[src/rtl/core/rbs_pkg.sv]
`timescale 1ns / 1ps

package rbs_pkg;

  localparam int DEPTH      = 16;
  localparam int SLOT_W     = $clog2(DEPTH);
  localparam int CNT_W      = $clog2(DEPTH + 1);
  localparam int TAG_W      = 16;
  localparam int SIZE_W     = 31;
  localparam int BATCH_W    = 32;
  localparam int BSIZE_W    = 16;
  localparam int POLICY_W   = 2;
  localparam int STATUS_W   = 3;
  localparam int OUT_SLOT_W = 4;
  localparam int IN_DATA_W  = 48;
  localparam int OUT_DATA_W = 56;
  localparam int CFG_IDX_W  = 1;
  localparam int CFG_DATA_W = 16;

  localparam logic [CFG_IDX_W-1:0] CFG_POLICY = 1'd0;
  localparam logic [CFG_IDX_W-1:0] CFG_BATCH  = 1'd1;

  localparam logic [POLICY_W-1:0] POL_FIFO = 2'd0;

  localparam logic ACT_ADD  = 1'b0;
  localparam logic ACT_TAKE = 1'b1;

  typedef enum logic [STATUS_W-1:0] {
    ST_ADDED   = 3'd0,
    ST_DROPPED = 3'd1,
    ST_FULL    = 3'd2,
    ST_TAKEN   = 3'd3,
    ST_NONE    = 3'd4
  } status_t;

  typedef struct packed {
    logic [BATCH_W-1:0] batch;
    logic [TAG_W-1:0]   tag;
    logic [SIZE_W-1:0]  size;
  } entry_t;

  typedef struct packed {
    logic capture;
    logic scan_start;
    logic scan_run;
    logic commit;
  } rbs_cmd_t;

  typedef struct packed {
    logic scan_done;
  } rbs_sts_t;

endpackage

[src/rtl/core/request_buffer_scheduler_core.sv]
`timescale 1ns / 1ps
// Add request: after acceptance the controller enters its done state and registers the result on commit.
// Take request: the result follows a one-slot-per-cycle scan of the slot memory through
// its single registered read port, then is registered on commit in the done state.
// One request in flight; the next is accepted while a result waits on out_tready.
// Synchronous active-low reset clears valid bits, pointers and counters and resets config and scan control;
// slot contents and the request and result registers stay undefined until written.
module request_buffer_scheduler_core (
  input  logic                            clk,
  input  logic                            rst_n,
  input  logic                            cfg_we,
  input  logic [rbs_pkg::CFG_IDX_W-1:0]   cfg_index,
  input  logic [rbs_pkg::CFG_DATA_W-1:0]  cfg_wdata,
  input  logic                            in_tvalid,
  output logic                            in_tready,
  input  logic [rbs_pkg::IN_DATA_W-1:0]   in_tdata,   // tag, size, parse_ok
  input  logic                            in_tuser,   // action
  output logic                            out_tvalid,
  input  logic                            out_tready,
  output logic [rbs_pkg::OUT_DATA_W-1:0]  out_tdata,  // out_tag, out_size, slot, zero pad
  output logic [rbs_pkg::STATUS_W-1:0]    out_tuser   // status
);
  import rbs_pkg::*;

  rbs_cmd_t cmd;
  rbs_sts_t sts;

  rbs_ctrl u_ctrl (
    .clk        (clk),
    .rst_n      (rst_n),
    .in_tvalid  (in_tvalid),
    .in_action  (in_tuser),
    .in_tready  (in_tready),
    .out_tvalid (out_tvalid),
    .out_tready (out_tready),
    .sts        (sts),
    .cmd        (cmd)
  );

  rbs_datapath u_datapath (
    .clk        (clk),
    .rst_n      (rst_n),
    .cfg_we     (cfg_we),
    .cfg_index  (cfg_index),
    .cfg_wdata  (cfg_wdata),
    .in_action  (in_tuser),
    .in_tdata   (in_tdata),
    .cmd        (cmd),
    .sts        (sts),
    .out_status (out_tuser),
    .out_data   (out_tdata)
  );

endmodule

[src/rtl/core/rbs_ctrl.sv]
`timescale 1ns / 1ps

module rbs_ctrl (
  input  logic            clk,
  input  logic            rst_n,
  input  logic            in_tvalid,
  input  logic            in_action,
  output logic            in_tready,
  output logic            out_tvalid,
  input  logic            out_tready,
  input  rbs_pkg::rbs_sts_t sts,
  output rbs_pkg::rbs_cmd_t cmd
);
  import rbs_pkg::*;

  typedef enum logic [1:0] {
    S_IDLE,
    S_SCAN,
    S_DONE
  } state_t;

  state_t state_r;
  logic   out_valid_r;
  logic   accept;

  assign in_tready  = (state_r == S_IDLE);
  assign accept     = in_tvalid && in_tready;
  assign out_tvalid = out_valid_r;

  always_comb begin
    cmd.capture    = accept;
    cmd.scan_start = accept && (in_action == ACT_TAKE);
    cmd.scan_run   = (state_r == S_SCAN);
    cmd.commit     = (state_r == S_DONE) && (!out_valid_r || out_tready);
  end

  always_ff @(posedge clk) begin
    if (!rst_n) begin
      state_r     <= S_IDLE;
      out_valid_r <= 1'b0;
    end else begin
      if (cmd.commit) begin
        out_valid_r <= 1'b1;
      end else if (out_tready) begin
        out_valid_r <= 1'b0;
      end
      case (state_r)
        S_IDLE: begin
          if (accept) begin
            state_r <= (in_action == ACT_TAKE) ? S_SCAN : S_DONE;
          end
        end
        S_SCAN: begin
          if (sts.scan_done) begin
            state_r <= S_DONE;
          end
        end
        S_DONE: begin
          if (cmd.commit) begin
            state_r <= S_IDLE;
          end
        end
        default: begin
          state_r <= S_IDLE;
        end
      endcase
    end
  end

endmodule

[src/rtl/core/rbs_datapath.sv]
`timescale 1ns / 1ps

module rbs_datapath (
  input  logic                              clk,
  input  logic                              rst_n,
  input  logic                              cfg_we,
  input  logic [rbs_pkg::CFG_IDX_W-1:0]     cfg_index,
  input  logic [rbs_pkg::CFG_DATA_W-1:0]    cfg_wdata,
  input  logic                              in_action,
  input  logic [rbs_pkg::IN_DATA_W-1:0]     in_tdata,
  input  rbs_pkg::rbs_cmd_t                 cmd,
  output rbs_pkg::rbs_sts_t                 sts,
  output logic [rbs_pkg::STATUS_W-1:0]      out_status,
  output logic [rbs_pkg::OUT_DATA_W-1:0]    out_data
);
  import rbs_pkg::*;

  logic [POLICY_W-1:0] policy_r;
  logic [BSIZE_W-1:0]  batch_size_r;

  logic [DEPTH-1:0]    valid_r;
  logic [SLOT_W-1:0]   fill_ptr_r;
  logic [SLOT_W-1:0]   take_ptr_r;
  logic [CNT_W-1:0]    occ_r;
  logic [BATCH_W-1:0]  arr_batch_r;
  logic [BSIZE_W-1:0]  arr_in_r;
  logic [BATCH_W-1:0]  epoch_r;
  logic [BSIZE_W-1:0]  taken_r;

  logic                req_action_r;
  logic [TAG_W-1:0]    req_tag_r;
  logic [SIZE_W-1:0]   req_size_r;
  logic                req_ok_r;

  entry_t              mem [DEPTH];
  entry_t              rd_data_r;

  logic [CNT_W-1:0]    rd_idx_r;
  logic                pend_r;
  logic [SLOT_W-1:0]   pend_idx_r;
  logic                found_r;
  logic [SLOT_W-1:0]   best_idx_r;
  logic [SIZE_W-1:0]   best_size_r;
  logic [TAG_W-1:0]    best_tag_r;

  status_t             out_status_r;
  logic [TAG_W-1:0]    out_tag_r;
  logic [SIZE_W-1:0]   out_size_r;
  logic [OUT_SLOT_W-1:0] out_slot_r;

  logic                is_fifo;
  logic                batched;
  logic [BSIZE_W-1:0]  eff_batch;
  logic                arr_wrap;
  logic                taken_wrap;
  logic                free_any;
  logic [SLOT_W-1:0]   free_idx;
  logic                add_found;
  logic [SLOT_W-1:0]   add_target;
  status_t             add_status;
  logic                elig;
  logic                do_add;
  logic                do_take;

  assign is_fifo   = (policy_r == POL_FIFO);
  assign batched   = policy_r[1];
  assign eff_batch = (batch_size_r == '0) ? BSIZE_W'(1) : batch_size_r;
  assign arr_wrap  = ({1'b0, arr_in_r} + (BSIZE_W+1)'(1)) >= {1'b0, eff_batch};
  assign taken_wrap = ({1'b0, taken_r} + (BSIZE_W+1)'(1)) >= {1'b0, eff_batch};

  always_comb begin
    free_any = 1'b0;
    free_idx = '0;
    for (int i = DEPTH - 1; i >= 0; i--) begin
      if (!valid_r[i]) begin
        free_any = 1'b1;
        free_idx = SLOT_W'(i);
      end
    end
  end

  always_comb begin
    add_found  = 1'b0;
    add_target = '0;
    if (occ_r < CNT_W'(DEPTH)) begin
      if (is_fifo) begin
        add_found  = !valid_r[fill_ptr_r];
        add_target = fill_ptr_r;
      end else begin
        add_found  = free_any;
        add_target = free_idx;
      end
    end
    if (!add_found) begin
      add_status = ST_FULL;
    end else if (!req_ok_r) begin
      add_status = ST_DROPPED;
    end else begin
      add_status = ST_ADDED;
    end
  end

  always_comb begin
    if (is_fifo) begin
      elig = valid_r[pend_idx_r] && (pend_idx_r == take_ptr_r);
    end else begin
      elig = valid_r[pend_idx_r] && (!batched || (rd_data_r.batch <= epoch_r));
    end
  end

  assign do_add  = cmd.commit && (req_action_r == ACT_ADD) && (add_status == ST_ADDED);
  assign do_take = cmd.commit && (req_action_r == ACT_TAKE) && found_r;

  assign sts.scan_done = (rd_idx_r == CNT_W'(DEPTH)) && !pend_r;

  assign out_status = out_status_r;
  assign out_data   = {5'd0, out_slot_r, out_size_r, out_tag_r};

  always_ff @(posedge clk) begin
    rd_data_r <= mem[rd_idx_r[SLOT_W-1:0]];
    if (do_add) begin
      mem[add_target] <= '{batch: arr_batch_r, tag: req_tag_r, size: req_size_r};
    end
  end

  always_ff @(posedge clk) begin
    if (cmd.capture) begin
      req_action_r <= in_action;
      req_tag_r    <= in_tdata[15:0];
      req_size_r   <= in_tdata[46:16];
      req_ok_r     <= in_tdata[47];
    end
    if (pend_r && elig && (!found_r || (rd_data_r.size < best_size_r))) begin
      best_idx_r  <= pend_idx_r;
      best_size_r <= rd_data_r.size;
      best_tag_r  <= rd_data_r.tag;
    end
    pend_idx_r <= rd_idx_r[SLOT_W-1:0];
    if (cmd.commit) begin
      if (req_action_r == ACT_ADD) begin
        out_status_r <= add_status;
        out_tag_r    <= '0;
        out_size_r   <= '0;
        out_slot_r   <= (add_status == ST_ADDED) ? OUT_SLOT_W'(add_target) : '0;
      end else if (found_r) begin
        out_status_r <= ST_TAKEN;
        out_tag_r    <= best_tag_r;
        out_size_r   <= best_size_r;
        out_slot_r   <= OUT_SLOT_W'(best_idx_r);
      end else begin
        out_status_r <= ST_NONE;
        out_tag_r    <= '0;
        out_size_r   <= '0;
        out_slot_r   <= '0;
      end
    end
  end

  always_ff @(posedge clk) begin
    if (!rst_n) begin
      policy_r     <= POL_FIFO;
      batch_size_r <= BSIZE_W'(1);
      valid_r      <= '0;
      fill_ptr_r   <= '0;
      take_ptr_r   <= '0;
      occ_r        <= '0;
      arr_batch_r  <= '0;
      arr_in_r     <= '0;
      epoch_r      <= '0;
      taken_r      <= '0;
      rd_idx_r     <= CNT_W'(DEPTH);
      pend_r       <= 1'b0;
      found_r      <= 1'b0;
    end else begin
      if (cfg_we) begin
        case (cfg_index)
          CFG_POLICY: policy_r     <= cfg_wdata[POLICY_W-1:0];
          CFG_BATCH:  batch_size_r <= cfg_wdata[BSIZE_W-1:0];
          default: begin
          end
        endcase
      end

      if (cmd.scan_start) begin
        rd_idx_r <= '0;
        pend_r   <= 1'b0;
        found_r  <= 1'b0;
      end else if (cmd.scan_run) begin
        if (rd_idx_r != CNT_W'(DEPTH)) begin
          rd_idx_r <= rd_idx_r + CNT_W'(1);
          pend_r   <= 1'b1;
        end else begin
          pend_r   <= 1'b0;
        end
        if (pend_r && elig) begin
          found_r <= 1'b1;
        end
      end

      if (cmd.commit && (req_action_r == ACT_ADD)) begin
        if (arr_wrap) begin
          arr_in_r    <= '0;
          arr_batch_r <= arr_batch_r + BATCH_W'(1);
        end else begin
          arr_in_r    <= arr_in_r + BSIZE_W'(1);
        end
      end

      if (do_add) begin
        valid_r[add_target] <= 1'b1;
        occ_r               <= occ_r + CNT_W'(1);
        if (is_fifo) begin
          fill_ptr_r <= (fill_ptr_r == SLOT_W'(DEPTH - 1)) ? '0 : fill_ptr_r + SLOT_W'(1);
        end
      end

      if (do_take) begin
        valid_r[best_idx_r] <= 1'b0;
        if (occ_r != '0) begin
          occ_r <= occ_r - CNT_W'(1);
        end
        if (is_fifo) begin
          take_ptr_r <= (take_ptr_r == SLOT_W'(DEPTH - 1)) ? '0 : take_ptr_r + SLOT_W'(1);
        end
        if (taken_wrap) begin
          taken_r <= '0;
          if (batched) begin
            epoch_r <= epoch_r + BATCH_W'(1);
          end
        end else begin
          taken_r <= taken_r + BSIZE_W'(1);
        end
      end
    end
  end

endmodule

[config.mk]
export PLATFORM = sky130hd
export DESIGN_NAME = request_buffer_scheduler_core
export DESIGN_NICKNAME = d
export VERILOG_FILES = /design/src/rtl/core/rbs_pkg.sv /design/src/rtl/core/request_buffer_scheduler_core.sv /design/src/rtl/core/rbs_ctrl.sv /design/src/rtl/core/rbs_datapath.sv
export SDC_FILE = /design/constraint.sdc
export NUM_CORES = 2
export LEC_CHECK = 0
export BUFFER_PORTS_ARGS = -buffer_cell sky130_fd_sc_hd__buf_2
export CAP_MARGIN = 20
export CORE_UTILIZATION = 30
export DETAILED_ROUTE_END_ITERATION = 8
export PLACE_DENSITY_LB_ADDON = 0.15
export SLEW_MARGIN = 0
export SYNTH_ARGS = -nofsm -noshare
export SYNTH_HDL_FRONTEND = slang
export SYNTH_SLANG_ARGS = --single-unit
[constraint.sdc]
create_clock -name clk -period 21.1 [get_ports clk]
set_input_delay 5.275 -clock clk [delete_from_list [all_inputs] [get_ports clk]]
set_output_delay 5.275 -clock clk [all_outputs]
set_load 0.02 [all_outputs]
# Yosys cells after proc, flatten, opt, wreduce, memory -nomap -nowiden
# Memories as Yosys holds them, arrays and structs flattened. A register that Yosys moved wholly into a read port is not among the register bits.
# Cells that the tools add are included.
totals:
  ff_bits: 311
  mem_bits_rw: 1264
  n_memories: 1
  inputBits: 71
  word_cells: 185
mem_list:
  columns: ["memory", "words", "word_bits", "rd", "rd_ports_with_merged_regs", "wr", "line_no", "rtl"]
  rows:
  - ["u_datapath.mem", 16, 79, 1, 1, 1, "rbs_datapath.sv:35", "entry_t mem [DEPTH];"]
classes:
  add_sub_neg: 11
  reduce_logical: 42
  n_lt_le_gt_ge: 11
  mux: 76
  n_eq_ne: 10
  bitwise_logic: 6
ops:
  columns: ["cell", "n"]
  rows:
  - ["$mux W16", 6]
  - ["$mux W4", 23]
  - ["$add A32 B1 Y32 const B", 2]
  - ["$add A16 B1 Y17 const B", 2]
  - ["$ge A17 B16 Y1", 2]
  - ["$add A16 B1 Y16 const B", 2]
  - ["$le A32 B32 Y1", 1]
  - ["$lt A31 B31 Y1", 1]
  - ["$mux W5", 6]
  - ["$mux W1", 29]
  - ["$lt A4 B5 Y1 const B", 4]
  - ["$reduce_and A2 Y1", 9]
  - ["$and A16 B16 Y16", 1]
  - ["$logic_not A16 Y1", 1]
  - ["$not A16 Y16", 1]
  - ["$or A16 B16 Y16", 1]
  - ["$logic_and A1 B1 Y1", 14]
  - ["$add A5 B1 Y5 const B", 2]
  - ["$mux W3", 3]
  - ["$add A4 B1 Y4 const B", 2]
  - ["$bmux W1 S4", 2]
  - ["$demux W1 S4", 2]
  - ["$eq A4 B4 Y1 const B", 2]
  - ["$ge A4 B1 Y1 const B", 2]
  - ["20 further kinds", 36]

# Depth between registers and ports, before layout
logic_depth:
  ltp_word: 27
  mapped_depth: 15
  mapped_depth_nobuf: 13

# Hierarchy
# Synthesis repeated with hierarchy kept, for this count alone.
unflattened:
  cells_unflattened: 3370
  hier_area_um2: 64294.2
by_module_without_submodules:
  columns: ["module", "cells_each", "n_inst", "area_each_um2"]
  rows:
  - ["rbs_datapath", 3350, 1, 64115.2]
  - ["rbs_ctrl", 20, 1, 178.9]

# Worst setup path before layout
# No wires, ideal clock.
synth_timing:
  path_kind: "input-to-reg"
  startpoint: "input port out_tready"
  endpoint: "register u_datapath.valid_r[13]"
  t_required_ns: 21.026
  arrival_time_ns: 11.088
  path_stages: 7
  setup_slack_ns: 9.938
  path_cell_list: "nand2b_1 > nand2_1 > clkinv_1 > and4_2 > o211a_1 > nor2b_1 > o221a_2"
synth_lines:
  columns: ["element", "line_no", "rtl"]
  rows:
  - ["from (decl)", "request_buffer_scheduler_core.sv:19", "input logic out_tready,"]
  - ["to (signal assigned)", "rbs_datapath.sv:163", "valid_r <= '0;"]
  - ["to (signal, indexed assignment)", "rbs_datapath.sv:210", "valid_r[add_target] <= 1'b1;"]
  - ["to (signal, indexed assignment)", "rbs_datapath.sv:218", "valid_r[best_idx_r] <= 1'b0;"]
  - ["to (decl)", "rbs_datapath.sv:21", "logic [DEPTH-1:0] valid_r;"]

==> reports/summary.md <==
Excluding fillers, the count of instances in the completed layout stands at 6564. TritonCTS built the clock tree. After the first detailed-routing iteration, the DRC count stood at 2580. Fraction of post-synthesis cell area in the top cell type by area: 66.25%. The die is 464.9 um tall. The most frequent cell on the critical path is sky130_fd_sc_hd__buf_4. Yosys attributes the largest share of cell area to sky130_fd_sc_hd__edfxtp_1 66%, sky130_fd_sc_hd__mux4_2 14%, sky130_fd_sc_hd__dfxtp_1 7.4%. Across all register-to-register paths, the minimum setup slack is 16.07 ns. After legalization and detailed placement, the total HPWL measured 100800 um. The die covers 216100 sq um. The clock-pin slew on the worst setup and hold paths works out to 0.06 ns. Synthesis handed over a netlist of 3344 instances. The number of fill cells is 19.90k, and the final wirelength is 171600 um.

The biggest area contributor in the post-synthesis netlist is sky130_fd_sc_hd__edfxtp_1. The worst-case clock buffer depth is 3, and the final setup TNS is 0 ns. The H-tree was split into 4 levels. The count of buffers added on input and output ports is 126. The floorplan row count came out at 169. Max-cap violations in this run came to 0. From synthesis to final layout, the design area changed by 15.74%. After the last flow step, the layout net total stands at 3754. The routability congestion estimate from global placement is 0.7744, and the flop and latch count out of synthesis is 1654. Setup repair after global routing left no endpoint under its margin.

Dividing total power by cell area gives a power density of 91.77 nW/um^2. Walking the worst path, the cells encountered are buf_2 > nand2b_1 > nand2_1 > inv_4 > buf_4 > nand4_4 > or4_4 > nor2_4 > buf_4 > buf_4. In this run the worst path has a maximum fanout of 50. The sum of overflow across all layers after global routing was 0. In this run the standard cell core region covers 212500 sq um. 132 I/O pins were placed. Primary flip-flop cell chosen by synthesis mapping: sky130_fd_sc_hd__edfxtp_1. The final routed wire length divided by cell count was 26.14 um; the number of resized instances in the post-cts repair step was 0.

The family of cells with the greatest summed delay on the critical path is buffers and inverters. The flow ran to the end, but the final reports show violations. The share of layout cells above drive strength 1 was 24.30%; the count of distinct cell types in the synthesized netlist was 90. Fraction of synthesis flops using an asynchronous set or reset pin: 0%. The number of buffers and inverters on the critical path works out to 5. Yosys printed 0 warnings. Most frequent cell after synthesis: sky130_fd_sc_hd__edfxtp_1. The final reports fail on DRC. The average instance area after synthesis is 19.22 sq um. The number of remaining DRC errors is 14, and the starting density of the core is 30.25%. Clock latency on the worst-skew pair, taken at its later pin, is 0.84 ns. The required time of the critical path is 21.54 ns. The logs give 47320 sq um for the sequential standard cell area and 0 for the post-route antenna net violation count. The clock buffer count from CTS is 181. In the routed layout, each cell is associated on average with a via count of 4.870. Of the synthesized area, sequential elements account for 73.60%. Number of global-route vias before repair: 33.00k.

The number of hold-slack violations in the final timing report is 0. Entering global routing, the biggest net connects 118 pins. The transition time at the pin with the least slew margin was 1.034 ns; the post-synthesis instance area was 64280 sq um.

The critical-path cell with the highest stage delay was sky130_fd_sc_hd__buf_4. The class of the worst hold path is flop to flop. The smallest clock period supported by the final layout is computed as 9.114 ns. Headroom to the max-slew limit came out at 30.43%. Sort of element at the end of the critical path: a flop. Setup violations remaining at the end of the flow were counted as 0. The final cycle utilization of the critical path was 43.19%; the peak ir drop on the vdd network was 0.00008163 V. Total count of max-transition violations in the final report: 0.

The cell sitting at the root of the clock tree is a sky130_fd_sc_hd__clkbuf_16. The multi-input combinational cells in the finished layout cover a total of 16140 sq um. The number of synthesized flops with an enable pin came out at 1418.

The worst setup path is launched from a primary input. The first detailed-routing pass ran for 9 iterations. Counting every sink on the clock net gives 1654. The critical path class is primary input to flop.

On the worst path, the slowest cell contributes a delay of 0.77 ns. The number of hold-repair buffers added at the cts stage is 0, and the number of vias after detailed routing is 31.96k. On the final layout, the worst clock skew is 0.06506 ns. The logs give 6216 for the cell count after placement and 15.82% for the aggregate global-route resource usage. The analysis attributes to cell leakage a power of 0.02368 uW. The horizontal die dimension came out at 464.9 um. The number of buffers added for setup after CTS was 0; the wire length of the first global-routing pass was 246200 um. Data on the critical path arrives at its endpoint at 9.55 ns. The commonest cells after synthesis are 1418 x sky130_fd_sc_hd__edfxtp_1, 402 x sky130_fd_sc_hd__mux4_2, 236 x sky130_fd_sc_hd__dfxtp_1. For this run, the top clock speed supported by timing is 0.1097 GHz. The number of antenna violations at the first check in global routing came out at 8.
metal layers:
metal | up-vias | track usage [%] | routed length, um
li1 | 14040 | - | -
met1 | 16990 | 22.57 | 80090
met2 | 719 | 24.88 | 79980
met3 | 212 | 2.608 | 7706
met4 | 0 | 4.305 | 3814
met5 | - | 0 | 0
layout make-up:
type / instances / share of cell area (%)
flip-flops and latches: 1654 / 63.61
inverters: 99 / 0.5046
diodes: 6 / 0.02018
multi-input cells: 1450 / 21.70
well taps: 2821 / 4.745
clock buffers: 254 / 6.551
clock inverters: 87 / 1.329
repair buffers: 193 / 1.544
sequential cells by signal (all words and copies together) (netlist names), 5 cells and up:
signal                   flops
u_datapath.rd_data_r        79
u_datapath.best_tag_r       16
u_datapath.valid_r          16
u_datapath.arr_batch_r      32
u_datapath.req_tag_r        16
u_datapath.mem            1264
u_datapath.out_size_r       31
u_datapath.rd_idx_r          5
u_datapath.batch_size_r     16
u_datapath.arr_in_r         16
u_datapath.out_tag_r        16
u_datapath.taken_r          16
u_datapath.req_size_r       31
u_datapath.best_size_r      31
u_datapath.occ_r             5
u_datapath.epoch_r          32
through the flow:
stage | total power, uW | utilization (%) | area, sq um | worst slack [ns] | hold WS (ns)
after floorplan | 3712 | - | 64290 | 9.938 | 0.3290
after global placement | 3783 | 32.24 | 68510 | 11.00 | 0.3884
after detailed placement | 3783 | 32.24 | 68510 | 10.93 | 0.3951
after CTS | 6930 | 35.00 | 74370 | 11.82 | 0.4033
after global routing | 7050 | 35.00 | 74380 | 11.69 | 0.4111
final | 6827 | 35.01 | 74390 | 11.99 | 0.4005
final timing paths:
check                           start                  endpoint  cells after the start
max                        out_tready    u_datapath.mem[15][38]                     10
min reg2reg  u_datapath.rd_data_r[33]  u_datapath.best_tag_r[2]                      0
min          u_datapath.rd_data_r[33]  u_datapath.best_tag_r[2]                      0
max reg2reg         u_ctrl.state_r[1]    u_datapath.mem[15][38]                      9
cell usage in the layout, fill, tap and decap left out, drive strengths merged, types with 32 or more instances in the layout:
| cell type | synthesis | layout |
|---|---|---|
| edfxtp | 1418 | 1418 |
| mux4 | 404 | 404 |
| clkbuf | 93 | 254 |
| dfxtp | 236 | 236 |
| buf | 49 | 193 |
| nand2 | 154 | 154 |
| nor2 | 120 | 120 |
| ha | 104 | 104 |
| inv | 98 | 102 |
| a21oi | 88 | 88 |
| clkinv | 1 | 70 |
| o21ai | 63 | 63 |
| nand3 | 62 | 62 |
| nand4 | 41 | 41 |
| nand2b | 32 | 32 |
| and3 | 32 | 32 |
worst reg2reg max path: stages (launching register included):
cell                      delay, ns
sky130_fd_sc_hd__dfxtp_1       0.43
sky130_fd_sc_hd__nor2b_1       0.17
sky130_fd_sc_hd__nand2_1       0.17
sky130_fd_sc_hd__inv_4         0.20
sky130_fd_sc_hd__buf_4         0.74
sky130_fd_sc_hd__nand4_4       0.35
sky130_fd_sc_hd__or4_4         0.58
sky130_fd_sc_hd__nor2_4        0.54
sky130_fd_sc_hd__buf_4         0.77
sky130_fd_sc_hd__buf_4         0.66
kinds of logic (layout without fill, tap and decap cells):
family	after synthesis	in the layout	share of synthesized area (%)
multiplexers	432	432	14.61
flip-flops	1654	1654	73.60
buffers and inverters	244	633	1.553
other	1	11	0.005834
AND/OR/NAND/NOR	568	568	4.512
adder cells (fa/ha/maj)	104	104	2.024
XOR/XNOR	52	52	0.7086
AO/OA/AOI/OAI	289	289	2.986
power breakdown:
| group | switching [uW] | internal [uW] | total, uW |
|---|---|---|---|
| registers | 42.3 | 3560 | 3600 |
| clock network | 1360 | 1760 | 3120 |
| logic | 70.0 | 39.6 | 110 |
| total | 1470 | 5350 | 6830 |
Note: power is estimated with default switching activity, not from simulation.
